--- config.mk ---
export PLATFORM = sky130hd
export DESIGN_NAME = pid_thrust_controller_core_flat
export DESIGN_NICKNAME = d
export VERILOG_FILES = /design/src/rtl/ptc_pkg.sv /design/src/rtl/ptc_speed_if.sv /design/src/rtl/ptc_thrust_if.sv /design/src/rtl/ptc_apb_regs.sv /design/src/rtl/ptc_sequencer.sv /design/src/rtl/ptc_datapath.sv /design/src/rtl/pid_thrust_controller_core.sv /design/src/flat_wrapper.sv
export VERILOG_INCLUDE_DIRS = /design/src /design/src/rtl
export SDC_FILE = /design/constraint.sdc
export NUM_CORES = 2
export LEC_CHECK = 0
export ABC_AREA = 0
export BUFFER_PORTS_ARGS = -buffer_cell sky130_fd_sc_hd__buf_2
export CAP_MARGIN = 5
export CORE_MARGIN = 1.5
export CORE_UTILIZATION = 35
export CTS_BUF_LIST = sky130_fd_sc_hd__clkbuf_16
export CTS_CLUSTER_DIAMETER = 30
export CTS_CLUSTER_SIZE = 24
export DETAILED_ROUTE_END_ITERATION = 7
export SETUP_SLACK_MARGIN = 0.05
export SLEW_MARGIN = 10
export SYNTH_ARGS = -nofsm -noshare
export SYNTH_HDL_FRONTEND = slang
export SYNTH_SLANG_ARGS = --single-unit
--- constraint.sdc ---
create_clock -name clk -period 13.51 [get_ports clk]
set_input_delay 2.0265 -clock clk [delete_from_list [all_inputs] [get_ports clk]]
set_output_delay 2.0265 -clock clk [all_outputs]
set_load 0.03 [all_outputs]
--- src/rtl/pid_thrust_controller_core_macros.svh ---
// ----------------------------------------------------------------------------
// pid thrust controller assertion macros
// shared property forms for the controller rtl
// ----------------------------------------------------------------------------
`ifndef PID_THRUST_CONTROLLER_CORE_MACROS_SVH
`define PID_THRUST_CONTROLLER_CORE_MACROS_SVH

// same-cycle implication
`define PTC_ASSERT_NOW(label, clk, rst_n, ante, cons, msg) \
	label: assert property (@(posedge clk) disable iff (!rst_n) (ante) |-> (cons)) \
		else $error(msg);

// next-cycle implication
`define PTC_ASSERT_NEXT(label, clk, rst_n, ante, cons, msg) \
	label: assert property (@(posedge clk) disable iff (!rst_n) (ante) |=> (cons)) \
		else $error(msg);

`endif

--- src/rtl/ptc_pkg.sv ---
// ----------------------------------------------------------------------------
// ptc_pkg
// types, constants and microcode store of the pid thrust controller
// ----------------------------------------------------------------------------
`timescale 1ns / 1ps

package ptc_pkg;

	localparam int TARGET_W = 32;
	localparam int GAIN_W   = 32;
	localparam int SENS_W   = 16;
	localparam int INTEG_W  = 48;
	localparam int FRAC_W   = 16;
	localparam int THRUST_W = 18;
	localparam int PDATA_W  = 32;
	localparam int PADDR_W  = 5;
	localparam int REGIDX_W = 3;

	typedef logic [REGIDX_W-1:0] reg_idx_t;

	localparam reg_idx_t REG_TARGET      = 3'd0;
	localparam reg_idx_t REG_GAIN_PROP   = 3'd1;
	localparam reg_idx_t REG_GAIN_INTEG  = 3'd2;
	localparam reg_idx_t REG_GAIN_DERIV  = 3'd3;
	localparam reg_idx_t REG_SENSITIVITY = 3'd4;

	localparam logic [TARGET_W-1:0] RST_TARGET      = 32'd0;
	localparam logic [GAIN_W-1:0]   RST_GAIN_PROP   = 32'd58982;
	localparam logic [GAIN_W-1:0]   RST_GAIN_INTEG  = 32'd0;
	localparam logic [GAIN_W-1:0]   RST_GAIN_DERIV  = 32'd65536;
	localparam logic [SENS_W-1:0]   RST_SENSITIVITY = 16'd1000;

	typedef struct packed {
		logic [TARGET_W-1:0] target_speed;
		logic [GAIN_W-1:0]   gain_prop;
		logic [GAIN_W-1:0]   gain_integ;
		logic [GAIN_W-1:0]   gain_deriv;
		logic [SENS_W-1:0]   sensitivity;
	} cfg_t;

	localparam int PC_W = 4;
	typedef logic [PC_W-1:0] pc_t;

	localparam pc_t PC_IDLE     = 4'd0;
	localparam pc_t PC_INTEG    = 4'd1;
	localparam pc_t PC_MUL_P_LO = 4'd2;
	localparam pc_t PC_MUL_P_HI = 4'd3;
	localparam pc_t PC_MUL_I_LO = 4'd4;
	localparam pc_t PC_MUL_I_HI = 4'd5;
	localparam pc_t PC_MUL_D_LO = 4'd6;
	localparam pc_t PC_MUL_D_HI = 4'd7;
	localparam pc_t PC_ACC_TAIL = 4'd8;
	localparam pc_t PC_CHECK    = 4'd9;
	localparam pc_t PC_DIV      = 4'd10;
	localparam pc_t PC_OUT      = 4'd11;

	typedef enum logic [1:0] {
		OP_PROP,
		OP_INTEG,
		OP_DERIV
	} opsel_t;

	typedef enum logic [2:0] {
		JMP_NEXT,
		JMP_HOLD_IN,
		JMP_EARLY,
		JMP_LOOP,
		JMP_HOLD_OUT,
		JMP_GOTO
	} jump_t;

	typedef struct packed {
		logic   wait_in;
		logic   integ_en;
		logic   acc_clr;
		logic   mul_en;
		opsel_t op_sel;
		logic   hi_half;
		logic   acc_en;
		logic   check_en;
		logic   div_en;
		logic   out_en;
		jump_t  jump;
		pc_t    target;
	} ucode_t;

	typedef struct packed {
		logic   accept;
		logic   integ_en;
		logic   acc_clr;
		logic   mul_en;
		opsel_t op_sel;
		logic   hi_half;
		logic   acc_en;
		logic   check_en;
		logic   div_en;
		logic   out_load;
	} ctrl_t;

	typedef struct packed {
		logic early;
		logic div_last;
		logic out_busy;
	} stat_t;

	function automatic ucode_t ucode_rom(input pc_t pc);
		ucode_t uc;
		uc = '0;
		uc.jump = JMP_NEXT;
		unique case (pc)
			PC_IDLE: begin
				uc.wait_in = 1'b1;
				uc.jump    = JMP_HOLD_IN;
			end
			PC_INTEG: begin
				uc.integ_en = 1'b1;
				uc.acc_clr  = 1'b1;
			end
			PC_MUL_P_LO: begin
				uc.mul_en = 1'b1;
				uc.op_sel = OP_PROP;
			end
			PC_MUL_P_HI: begin
				uc.mul_en  = 1'b1;
				uc.op_sel  = OP_PROP;
				uc.hi_half = 1'b1;
				uc.acc_en  = 1'b1;
			end
			PC_MUL_I_LO: begin
				uc.mul_en = 1'b1;
				uc.op_sel = OP_INTEG;
				uc.acc_en = 1'b1;
			end
			PC_MUL_I_HI: begin
				uc.mul_en  = 1'b1;
				uc.op_sel  = OP_INTEG;
				uc.hi_half = 1'b1;
				uc.acc_en  = 1'b1;
			end
			PC_MUL_D_LO: begin
				uc.mul_en = 1'b1;
				uc.op_sel = OP_DERIV;
				uc.acc_en = 1'b1;
			end
			PC_MUL_D_HI: begin
				uc.mul_en  = 1'b1;
				uc.op_sel  = OP_DERIV;
				uc.hi_half = 1'b1;
				uc.acc_en  = 1'b1;
			end
			PC_ACC_TAIL: begin
				uc.acc_en = 1'b1;
			end
			PC_CHECK: begin
				uc.check_en = 1'b1;
				uc.jump     = JMP_EARLY;
				uc.target   = PC_OUT;
			end
			PC_DIV: begin
				uc.div_en = 1'b1;
				uc.jump   = JMP_LOOP;
				uc.target = PC_DIV;
			end
			PC_OUT: begin
				uc.out_en = 1'b1;
				uc.jump   = JMP_HOLD_OUT;
				uc.target = PC_IDLE;
			end
			default: begin
				uc.jump   = JMP_GOTO;
				uc.target = PC_IDLE;
			end
		endcase
		return uc;
	endfunction

endpackage

--- src/rtl/ptc_speed_if.sv ---
// ----------------------------------------------------------------------------
// ptc_speed_if
// speed sample channel, valid/ready with one measured speed per request
// ----------------------------------------------------------------------------
`timescale 1ns / 1ps

interface ptc_speed_if #(
	parameter int SPEED_BITS = 32
) ();

	logic                  valid;
	logic                  ready;
	logic [SPEED_BITS-1:0] measured_speed;

	modport source (output valid, output measured_speed, input ready);
	modport sink (input valid, input measured_speed, output ready);

endinterface

--- src/rtl/ptc_thrust_if.sv ---
// ----------------------------------------------------------------------------
// ptc_thrust_if
// thrust result channel, valid/ready with thrust command and clamp flag
// ----------------------------------------------------------------------------
`timescale 1ns / 1ps

interface ptc_thrust_if import ptc_pkg::*; ();

	logic                valid;
	logic                ready;
	logic [THRUST_W-1:0] thrust_cmd;
	logic                clamped;

	modport source (output valid, output thrust_cmd, output clamped, input ready);
	modport sink (input valid, input thrust_cmd, input clamped, output ready);

endinterface

--- src/rtl/ptc_apb_regs.sv ---
// ----------------------------------------------------------------------------
// ptc_apb_regs
// apb register bank: setpoint, three pid gains and output sensitivity
// ----------------------------------------------------------------------------
`timescale 1ns / 1ps

module ptc_apb_regs import ptc_pkg::*; (
	input  logic               clk,
	input  logic               arst_n,
	input  logic               psel,
	input  logic               penable,
	input  logic               pwrite,
	input  logic [PADDR_W-1:0] paddr,
	input  logic [PDATA_W-1:0] pwdata,
	output logic [PDATA_W-1:0] prdata,
	output cfg_t               cfg
);

	logic     wr_en;
	reg_idx_t idx;
	cfg_t     cfg_q;

	assign idx   = paddr[PADDR_W-1:2];
	assign wr_en = psel && penable && pwrite;

	always_ff @(posedge clk or negedge arst_n) begin
		if (!arst_n) begin
			cfg_q.target_speed <= RST_TARGET;
			cfg_q.gain_prop    <= RST_GAIN_PROP;
			cfg_q.gain_integ   <= RST_GAIN_INTEG;
			cfg_q.gain_deriv   <= RST_GAIN_DERIV;
			cfg_q.sensitivity  <= RST_SENSITIVITY;
		end else if (wr_en) begin
			unique case (idx)
				REG_TARGET:      cfg_q.target_speed <= pwdata[TARGET_W-1:0];
				REG_GAIN_PROP:   cfg_q.gain_prop    <= pwdata[GAIN_W-1:0];
				REG_GAIN_INTEG:  cfg_q.gain_integ   <= pwdata[GAIN_W-1:0];
				REG_GAIN_DERIV:  cfg_q.gain_deriv   <= pwdata[GAIN_W-1:0];
				REG_SENSITIVITY: cfg_q.sensitivity  <= pwdata[SENS_W-1:0];
				default: ;
			endcase
		end
	end

	always_comb begin
		unique case (idx)
			REG_TARGET:      prdata = PDATA_W'(cfg_q.target_speed);
			REG_GAIN_PROP:   prdata = PDATA_W'(cfg_q.gain_prop);
			REG_GAIN_INTEG:  prdata = PDATA_W'(cfg_q.gain_integ);
			REG_GAIN_DERIV:  prdata = PDATA_W'(cfg_q.gain_deriv);
			REG_SENSITIVITY: prdata = PDATA_W'(cfg_q.sensitivity);
			default:         prdata = '0;
		endcase
	end

	assign cfg = cfg_q;

endmodule

--- src/rtl/ptc_sequencer.sv ---
// ----------------------------------------------------------------------------
// ptc_sequencer
// step counter and microcode store; issues one control word per cycle
// ----------------------------------------------------------------------------
`timescale 1ns / 1ps

module ptc_sequencer import ptc_pkg::*; (
	input  logic  clk,
	input  logic  arst_n,
	input  logic  in_valid,
	output logic  in_ready,
	input  stat_t stat,
	output ctrl_t ctrl
);

	pc_t    pc_q;
	pc_t    pc_d;
	pc_t    pc_inc;
	ucode_t uc;

	assign uc     = ucode_rom(pc_q);
	assign pc_inc = pc_q + 1'b1;

	always_comb begin
		unique case (uc.jump)
			JMP_NEXT:     pc_d = pc_inc;
			JMP_HOLD_IN:  pc_d = in_valid ? pc_inc : pc_q;
			JMP_EARLY:    pc_d = stat.early ? uc.target : pc_inc;
			JMP_LOOP:     pc_d = stat.div_last ? pc_inc : uc.target;
			JMP_HOLD_OUT: pc_d = stat.out_busy ? pc_q : uc.target;
			JMP_GOTO:     pc_d = uc.target;
			default:      pc_d = PC_IDLE;
		endcase
	end

	always_ff @(posedge clk or negedge arst_n) begin
		if (!arst_n) begin
			pc_q <= PC_IDLE;
		end else begin
			pc_q <= pc_d;
		end
	end

	always_comb begin
		in_ready      = uc.wait_in;
		ctrl.accept   = uc.wait_in && in_valid;
		ctrl.integ_en = uc.integ_en;
		ctrl.acc_clr  = uc.acc_clr;
		ctrl.mul_en   = uc.mul_en;
		ctrl.op_sel   = uc.op_sel;
		ctrl.hi_half  = uc.hi_half;
		ctrl.acc_en   = uc.acc_en;
		ctrl.check_en = uc.check_en;
		ctrl.div_en   = uc.div_en;
		ctrl.out_load = uc.out_en && !stat.out_busy;
	end

endmodule

--- src/rtl/ptc_datapath.sv ---
// ----------------------------------------------------------------------------
// ptc_datapath
// error and integral state, shared multiplier, accumulator, serial divider
// and the result register
// ----------------------------------------------------------------------------
`timescale 1ns / 1ps

module ptc_datapath import ptc_pkg::*; #(
	parameter int SPEED_BITS   = 32,
	parameter int THRUST_LIMIT = 242000
) (
	input  logic                  clk,
	input  logic                  arst_n,
	input  cfg_t                  cfg,
	input  logic [SPEED_BITS-1:0] speed,
	input  ctrl_t                 ctrl,
	output stat_t                 stat,
	input  logic                  out_ready,
	output logic                  out_valid,
	output logic [THRUST_W-1:0]   thrust_cmd,
	output logic                  clamped
);

	localparam int ERR_W  = ((SPEED_BITS > TARGET_W) ? SPEED_BITS : TARGET_W) + 1;
	localparam int SUMI_W = ((ERR_W > INTEG_W) ? ERR_W : INTEG_W) + 1;
	localparam int DER_W  = ERR_W + 1;
	localparam int OPD_W  = (DER_W > INTEG_W) ? DER_W : INTEG_W;
	localparam int HALF_W = (OPD_W + 1) / 2;
	localparam int PROD_W = GAIN_W + HALF_W;
	localparam int ACC_W  = GAIN_W + OPD_W + 2;
	localparam int SH_W   = ACC_W - FRAC_W;
	localparam int TOP_W  = SH_W - $clog2(THRUST_LIMIT + 1);
	localparam int Q_W    = $clog2(THRUST_LIMIT + 1);
	localparam int CNT_W  = $clog2(Q_W + 1);
	localparam int RES_W  = (Q_W > THRUST_W) ? Q_W : THRUST_W;

	localparam logic signed [INTEG_W-1:0] IMAX = {1'b0, {(INTEG_W-1){1'b1}}};
	localparam logic signed [INTEG_W-1:0] IMIN = {1'b1, {(INTEG_W-1){1'b0}}};
	localparam logic [Q_W-1:0]            LIMIT_Q = Q_W'(THRUST_LIMIT);

	// loop state and per-item operands
	logic signed [ERR_W-1:0]   err_q;
	logic signed [ERR_W-1:0]   last_q;
	logic signed [INTEG_W-1:0] integ_q;
	logic signed [DER_W-1:0]   deriv_q;

	logic signed [ERR_W-1:0]   err_c;
	logic signed [SUMI_W-1:0]  integ_sum;
	logic                      integ_fits;
	logic signed [INTEG_W-1:0] integ_sat;
	logic signed [DER_W-1:0]   deriv_c;

	// multiplier
	logic signed [OPD_W-1:0]   op_x;
	logic [GAIN_W-1:0]         gain;
	logic [GAIN_W-1:0]         g_mag;
	logic [OPD_W-1:0]          x_mag;
	logic [HALF_W-1:0]         x_half;
	logic [PROD_W-1:0]         prod_c;
	logic [PROD_W-1:0]         prod_s1;
	logic                      neg_s1;
	logic                      hi_s1;
	logic [ACC_W-1:0]          term_c;
	logic [ACC_W-1:0]          acc_q;

	// range check and divider
	logic [SH_W-1:0]           sh_c;
	logic                      sum_neg;
	logic [SENS_W-1:0]         div_c;
	logic signed [SH_W:0]      negsum;
	logic                      neg_clamp;
	logic [TOP_W-1:0]          top_c;
	logic                      ovf_c;
	logic                      early_q;
	logic                      res_clamp_q;
	logic [Q_W-1:0]            res_thrust_q;
	logic [SENS_W-1:0]         rem_q;
	logic [Q_W-1:0]            quo_q;
	logic [CNT_W-1:0]          cnt_q;
	logic [SENS_W:0]           rem_ext;
	logic [SENS_W:0]           rem_sub;
	logic                      qbit;

	// result
	logic                      q_ovf;
	logic [Q_W-1:0]            fin_thrust;
	logic                      fin_clamp;
	logic [RES_W-1:0]          fin_wide;
	logic                      out_valid_q;
	logic [THRUST_W-1:0]       thrust_q;
	logic                      clamped_q;

	assign err_c = ERR_W'($signed({1'b0, cfg.target_speed})) - ERR_W'($signed({1'b0, speed}));

	assign integ_sum  = SUMI_W'(integ_q) + SUMI_W'(err_q);
	assign integ_fits = (integ_sum[SUMI_W-1:INTEG_W-1] == '0) ||
	                    (integ_sum[SUMI_W-1:INTEG_W-1] == '1);
	assign integ_sat  = integ_fits ? integ_sum[INTEG_W-1:0] :
	                    (integ_sum[SUMI_W-1] ? IMIN : IMAX);
	assign deriv_c    = DER_W'(err_q) - DER_W'(last_q);

	always_ff @(posedge clk or negedge arst_n) begin
		if (!arst_n) begin
			integ_q <= '0;
			last_q  <= '0;
		end else if (ctrl.integ_en) begin
			integ_q <= integ_sat;
			last_q  <= err_q;
		end
	end

	always_ff @(posedge clk) begin
		if (ctrl.accept) begin
			err_q <= err_c;
		end
		if (ctrl.integ_en) begin
			deriv_q <= deriv_c;
		end
	end

	always_comb begin
		unique case (ctrl.op_sel)
			OP_PROP: begin
				op_x = OPD_W'(err_q);
				gain = cfg.gain_prop;
			end
			OP_INTEG: begin
				op_x = OPD_W'(integ_q);
				gain = cfg.gain_integ;
			end
			OP_DERIV: begin
				op_x = OPD_W'(deriv_q);
				gain = cfg.gain_deriv;
			end
			default: begin
				op_x = '0;
				gain = '0;
			end
		endcase
	end

	// sign-magnitude product, operand taken in two halves
	assign g_mag  = gain[GAIN_W-1] ? (~gain + 1'b1) : gain;
	assign x_mag  = op_x[OPD_W-1] ? (~op_x + 1'b1) : op_x;
	assign x_half = ctrl.hi_half ? HALF_W'(x_mag >> HALF_W) : x_mag[HALF_W-1:0];
	assign prod_c = g_mag * x_half;

	always_ff @(posedge clk) begin
		if (ctrl.mul_en) begin
			prod_s1 <= prod_c;
			neg_s1  <= gain[GAIN_W-1] ^ op_x[OPD_W-1];
			hi_s1   <= ctrl.hi_half;
		end
	end

	assign term_c = hi_s1 ? (ACC_W'(prod_s1) << HALF_W) : ACC_W'(prod_s1);

	always_ff @(posedge clk) begin
		if (ctrl.acc_clr) begin
			acc_q <= '0;
		end else if (ctrl.acc_en) begin
			acc_q <= neg_s1 ? (acc_q - term_c) : (acc_q + term_c);
		end
	end

	// floor shift, sign and early overflow check
	assign sh_c      = acc_q[ACC_W-1:FRAC_W];
	assign sum_neg   = sh_c[SH_W-1];
	assign div_c     = (cfg.sensitivity == '0) ? SENS_W'(1) : cfg.sensitivity;
	assign negsum    = (SH_W+1)'($signed(sh_c)) + (SH_W+1)'($signed({1'b0, div_c}));
	assign neg_clamp = negsum[SH_W] || (negsum == '0);
	assign top_c     = sh_c[SH_W-1:Q_W];
	assign ovf_c     = top_c >= TOP_W'(div_c);

	assign rem_ext = {rem_q, quo_q[Q_W-1]};
	assign rem_sub = rem_ext - (SENS_W+1)'(div_c);
	assign qbit    = rem_ext >= (SENS_W+1)'(div_c);

	always_ff @(posedge clk or negedge arst_n) begin
		if (!arst_n) begin
			early_q <= 1'b0;
			cnt_q   <= '0;
		end else if (ctrl.check_en) begin
			early_q <= sum_neg || ovf_c;
			cnt_q   <= CNT_W'(Q_W);
		end else if (ctrl.div_en) begin
			cnt_q   <= cnt_q - 1'b1;
		end
	end

	always_ff @(posedge clk) begin
		if (ctrl.check_en) begin
			res_clamp_q  <= sum_neg ? neg_clamp : 1'b1;
			res_thrust_q <= sum_neg ? '0 : LIMIT_Q;
			rem_q        <= top_c[SENS_W-1:0];
			quo_q        <= sh_c[Q_W-1:0];
		end else if (ctrl.div_en) begin
			rem_q <= qbit ? rem_sub[SENS_W-1:0] : rem_ext[SENS_W-1:0];
			quo_q <= (quo_q << 1) | Q_W'(qbit);
		end
	end

	assign stat.early    = ctrl.check_en && (sum_neg || ovf_c);
	assign stat.div_last = (cnt_q == CNT_W'(1));
	assign stat.out_busy = out_valid_q && !out_ready;

	assign q_ovf      = quo_q > LIMIT_Q;
	assign fin_thrust = early_q ? res_thrust_q : (q_ovf ? LIMIT_Q : quo_q);
	assign fin_clamp  = early_q ? res_clamp_q : q_ovf;
	assign fin_wide   = RES_W'(fin_thrust);

	always_ff @(posedge clk or negedge arst_n) begin
		if (!arst_n) begin
			out_valid_q <= 1'b0;
		end else if (ctrl.out_load) begin
			out_valid_q <= 1'b1;
		end else if (out_ready) begin
			out_valid_q <= 1'b0;
		end
	end

	always_ff @(posedge clk) begin
		if (ctrl.out_load) begin
			thrust_q  <= fin_wide[THRUST_W-1:0];
			clamped_q <= fin_clamp;
		end
	end

	assign out_valid  = out_valid_q;
	assign thrust_cmd = thrust_q;
	assign clamped    = clamped_q;

endmodule

--- src/rtl/pid_thrust_controller_core.sv ---
// ----------------------------------------------------------------------------
// pid_thrust_controller_core
// pid speed loop with q16.16 gains, sensitivity divide and thrust clamp
// ----------------------------------------------------------------------------
// One speed sample in gives one thrust request out. A sample runs from
// acceptance to the result register through the microcode program: six
// passes through one shared 32 x 24 bit multiplier and a restoring divider
// that yields one quotient bit per cycle, Q bits in all, where Q is the bit
// width of THRUST_LIMIT. The divider is skipped when the shifted pid sum is
// negative or certainly above the limit.
// A new sample is taken once the previous one has reached the result register,
// even while that result still waits to be taken downstream.
`timescale 1ns / 1ps
`include "pid_thrust_controller_core_macros.svh"

module pid_thrust_controller_core import ptc_pkg::*; #(
	parameter int SPEED_BITS   = 32,
	parameter int THRUST_LIMIT = 242000
) (
	input  logic               clk,
	input  logic               arst_n,
	ptc_speed_if.sink          sample,
	ptc_thrust_if.source       thrust,
	input  logic               psel,
	input  logic               penable,
	input  logic               pwrite,
	input  logic [PADDR_W-1:0] paddr,
	input  logic [PDATA_W-1:0] pwdata,
	output logic [PDATA_W-1:0] prdata,
	output logic               pready
);

	cfg_t  cfg;
	ctrl_t ctrl;
	stat_t stat;

	assign pready = 1'b1;

	ptc_apb_regs u_regs (
		.clk     (clk),
		.arst_n  (arst_n),
		.psel    (psel),
		.penable (penable),
		.pwrite  (pwrite),
		.paddr   (paddr),
		.pwdata  (pwdata),
		.prdata  (prdata),
		.cfg     (cfg)
	);

	ptc_sequencer u_seq (
		.clk      (clk),
		.arst_n   (arst_n),
		.in_valid (sample.valid),
		.in_ready (sample.ready),
		.stat     (stat),
		.ctrl     (ctrl)
	);

	ptc_datapath #(
		.SPEED_BITS   (SPEED_BITS),
		.THRUST_LIMIT (THRUST_LIMIT)
	) u_dp (
		.clk        (clk),
		.arst_n     (arst_n),
		.cfg        (cfg),
		.speed      (sample.measured_speed),
		.ctrl       (ctrl),
		.stat       (stat),
		.out_ready  (thrust.ready),
		.out_valid  (thrust.valid),
		.thrust_cmd (thrust.thrust_cmd),
		.clamped    (thrust.clamped)
	);

	`PTC_ASSERT_NEXT(a_accept_then_integ, clk, arst_n, sample.valid && sample.ready, ctrl.integ_en, "integral step did not follow request")
	`PTC_ASSERT_NOW(a_busy_not_ready, clk, arst_n, ctrl.div_en, !sample.ready, "input ready while dividing")
	`PTC_ASSERT_NOW(a_no_overwrite, clk, arst_n, ctrl.out_load, !(thrust.valid && !thrust.ready), "result overwritten while held")
	`PTC_ASSERT_NOW(a_clamp_value, clk, arst_n, thrust.valid && (thrust.thrust_cmd != '0) && (thrust.thrust_cmd != THRUST_W'(THRUST_LIMIT)), !thrust.clamped, "clamp flag on in-range thrust")

endmodule

--- src/flat_wrapper.sv ---
// flat-port wrapper written by rule: the top's interface ports become plain ports
module pid_thrust_controller_core_flat import ptc_pkg::*;
#(
	parameter int SPEED_BITS   = 32,
	parameter int THRUST_LIMIT = 242000
)
  (clk, arst_n, psel, penable, pwrite, paddr, pwdata, prdata, pready, sample_valid, sample_measured_speed, sample_ready, thrust_valid, thrust_thrust_cmd, thrust_clamped, thrust_ready);
  ptc_speed_if #(.SPEED_BITS(SPEED_BITS)) sample_i ();
  ptc_thrust_if thrust_i ();
  input  logic clk;
  input  logic arst_n;
  input  logic psel;
  input  logic penable;
  input  logic pwrite;
  input  logic [PADDR_W-1:0] paddr;
  input  logic [PDATA_W-1:0] pwdata;
  output logic [PDATA_W-1:0] prdata;
  output logic pready;
  input wire logic [$bits(sample_i.valid)-1:0] sample_valid;
  input wire logic [$bits(sample_i.measured_speed)-1:0] sample_measured_speed;
  output wire logic [$bits(sample_i.ready)-1:0] sample_ready;
  output wire logic [$bits(thrust_i.valid)-1:0] thrust_valid;
  output wire logic [$bits(thrust_i.thrust_cmd)-1:0] thrust_thrust_cmd;
  output wire logic [$bits(thrust_i.clamped)-1:0] thrust_clamped;
  input wire logic [$bits(thrust_i.ready)-1:0] thrust_ready;
  assign sample_i.valid = sample_valid;
  assign sample_i.measured_speed = sample_measured_speed;
  assign sample_ready = sample_i.ready;
  assign thrust_valid = thrust_i.valid;
  assign thrust_thrust_cmd = thrust_i.thrust_cmd;
  assign thrust_clamped = thrust_i.clamped;
  assign thrust_i.ready = thrust_ready;
  pid_thrust_controller_core #(.SPEED_BITS(SPEED_BITS), .THRUST_LIMIT(THRUST_LIMIT)) u_core (.clk(clk), .arst_n(arst_n), .sample(sample_i), .thrust(thrust_i), .psel(psel), .penable(penable), .pwrite(pwrite), .paddr(paddr), .pwdata(pwdata), .prdata(prdata), .pready(pready));
endmodule
==> results.md <==
- Status: completed
- Largest cells by area after synthesis: fa_1 (20%), dfrtp_1 (8.4%), ha_1 (8.3%)
- Post-CTS Setup Bufs: 0
- Clock latency at the later pin of the worst-skew pair: 750 ps
- Sequential Area: 13000 um^2
- Area growth, synth to finish: 11.7%
- GRT overflow: 0
- Longest Clk Path Bufs: 3
- Setup violators final: 0
- Seq/Total Area, Yosys: 0.198
- Asr flop ratio synth: 0.474
- Tmin final: 12660 ps
- EDFF count, synth: 180
- Inst Count DP: 10200
- Initial antenna violation count: 6
- Cts bufs inserted: 115
- Via count: between 50000 and 60000
- CP Class: flop to flop
- Resized Gates After CTS: 0
- Drt via density: about 5.6
- Most numerous cell on the critical path: fa_1
- Unrepaired setup endpoints after global routing: no
- Worst rel slew slack: 0.189
- Syn nets: 8992
- Die Y: around 440 um
- DIE AREA: about 190000 um^2
- Critical Path Source Type: flop
- Clk sinks: approximately 500
- DRC errors left: 0
- Synth Cell Area: 65600 um^2
- CP Max Fanout: 22
- Worst EP arrival: between 10000 and 15000 ps
- Slew @ Worst Pin: 1210 ps
- Worst Hold Class: flop to flop
- Ports: 130
- Netlist cell types: 119
- Global-route wire length before repair: 355000 um
- First-iteration detailed-routing DRC count: 5046
- Routed WL: 233000 um
- Area of the multi-input gates: 47600 um^2
- Worst path slowest cell: a21oi_2
- Number of nets with antenna violations after routing: 0
- DRT Pass-1 Iters: 6
- CTS root buffer: clkbuf_16
- #FFs+latches synth: 498
- Fin. Hold Viols: 0
- Synthesis Warnings: 0
- Final Non-Filler Cells: 10400
- Wire length per cell: 22.4 um
- Layout cells sized above 1: 0.107
- # fillers: 18800
- Clock skew: between 30 and 40 ps
- Die W: 436 um
- Critical path capture point type: flop
- Ys flop type: dfrtp_1
- Port buffer count: 126
- Hpwl dp: 181000 um
- Core area: around 190000 um^2
- H-tree depth: 3
- MaxCap Viol Count: 0
- Fmax: 79.0 MHz
- Final nets: 8981
- Synthesized area per cell: approximately 8.4 um^2
- Leading area contributor after synthesis: fa_1
- Final GP Congestion: 0.965
- Setup TNS: 0 ps
- Synth top area share: 0.203
- Cells after Synth: 7819
- Max-slew violation count: 0
- CTS tree: yes
- Final period util: 0.937
- Delay of the slowest cell on the worst path: 730 ps
- Clock Pin Slew Worst Setup and Hold Paths: 50 ps
- GRT Util Overall: 0.242
- Vias in the first global route: ~58000
- Required @ worst endpoint: 13980 ps
- Hold Buf Count CTS: 0
- Pin count of the biggest net entering global routing: between 100 and 150
- Starting density of the core: 0.353
- Num rows: 158
-- final cells by class --
cell class,instances,share of cell area
Antenna cell,21,0.000717
Clock buffer,118,0.0403
Clock inverter,99,0.0144
Inverter,960,0.0492
Multi-Input combinational cell,5934,0.649
Sequential cell,498,0.177
Tap cell,2480,0.0424
Timing Repair Buffer,299,0.0268
-- Yosys cell counts (all sizes together) (57+ instances only) --
master	instances
a21o	178
a21oi	538
a22oi	75
a31oi	59
and3	73
buf	109
clkbuf	318
dfrtp	220
dfxtp	82
edfxtp	180
fa	664
ha	433
inv	958
mux2	178
mux2i	57
nand2	933
nand2b	61
nand3	202
nand4	88
nor2	720
nor3	123
o21a	61
o21ai	380
xnor2	206
xor2	159
-- metrics by stage --
step                setup WS (ps)  cell area (um^2)   util  hold WS, ps
floorplan                    2510             65600      -          436
global placement             1260             69200  0.372          443
detailed placement           1170             69200  0.372          457
CTS                          1150             73200  0.394          463
global route                  283             73300  0.394          474
finish                        855             73300  0.394          459
-- final timing paths --
| check | startpoint | to | slack (ps) | cells after the start |
|---|---|---|---|---|
| worst max register to register | u_core.u_seq.pc_q[0]$_DFFE_PN0P_ | u_core.u_dp.prod_s1[54]$_DFFE_PP_ | 850 | 38 |
| max in group asynchronous | arst_n | u_core.u_dp.out_valid$_DFFE_PN0P_ | 9850 | 3 |
| worst max-delay path | u_core.u_seq.pc_q[0]$_DFFE_PN0P_ | u_core.u_dp.prod_s1[54]$_DFFE_PP_ | 850 | 38 |
| worst min register to register | u_core.u_dp.acc_q[6]$_SDFFE_PP0P_ | u_core.u_dp.acc_q[6]$_SDFFE_PP0P_ | 460 | 2 |
| worst min-delay path | u_core.u_dp.acc_q[6]$_SDFFE_PP0P_ | u_core.u_dp.acc_q[6]$_SDFFE_PP0P_ | 460 | 2 |
| min in group asynchronous | arst_n | u_core.u_regs.cfg[134]$_DFFE_PN0P_ | 1320 | 1 |
-- routing by layer --
metal  global-route usage  vias to the layer above  share of wire  wire length, um
met5                    0                        -              0                0
met3               0.0452                      505          0.075            17600
li1                     -                    26400              -                -
met2                0.385                     2387           0.45           106000
met4                0.113                        0          0.052            12100
met1                0.316                    28900           0.42            98100
-- placed cells by master (no fill, tap or decap), drive strengths merged, types with 88 or more instances in the layout --
cell	count
a21o	178
buf	299
xnor2	206
edfxtp	180
clkbuf	118
mux2	178
nand3	202
xor2	159
nor3	123
nand4	88
ha	433
dfrtp	220
fa	664
nand2	933
o21ai	380
inv	990
a21oi	538
nor2	720
-- worst max-delay path, delay by kind of cell (launching register included) --
family	cells	cell delay (ps)
flops	1	440
compound gates	14	3940
buf+inv	6	810
simple gates	6	2050
xor+xnor	2	220
fa+ha+maj	10	4880
-- sequential cells by signal (all words and copies together) (netlist names) --
name / cells
u_core.u_dp.quo_q: 18
u_core.u_dp.hi_s1: 1
u_core.u_dp.early_q: 1
u_core.u_dp.last_q: 33
u_core.u_dp.cnt_q: 5
u_core.u_dp.rem_q: 16
u_core.u_regs.cfg: 144
u_core.u_dp.neg_s1: 1
u_core.u_dp.res_thrust_q: 1
u_core.u_dp.res_clamp_q: 1
u_core.u_dp.out_valid: 1
u_core.u_dp.err_q: 33
u_core.u_dp.clamped: 1
u_core.u_dp.prod_s1: 56
u_core.u_dp.thrust_cmd: 18
u_core.u_dp.deriv_q: 34
u_core.u_dp.acc_q: 82
u_core.u_dp.integ_q: 48
u_core.u_seq.pc_q: 4
-- logic make-up (layout without fill, tap and decap cells) --
family | count (synthesis) | count (layout) | share of synthesized area
simple gates | 2472 | 2472 | 0.170
compound gates | 1704 | 1704 | 0.164
buf+inv | 1387 | 1476 | 0.0820
fa+ha+maj | 1141 | 1141 | 0.292
flops | 498 | 498 | 0.198
xor+xnor | 365 | 365 | 0.0488
mux | 251 | 251 | 0.0448
other cells | 1 | 22 | 0.0000571
Power is left out: the tool's default activity adds up to more than one toggle a clock period on the data nets, which glitch-free logic cannot reach.
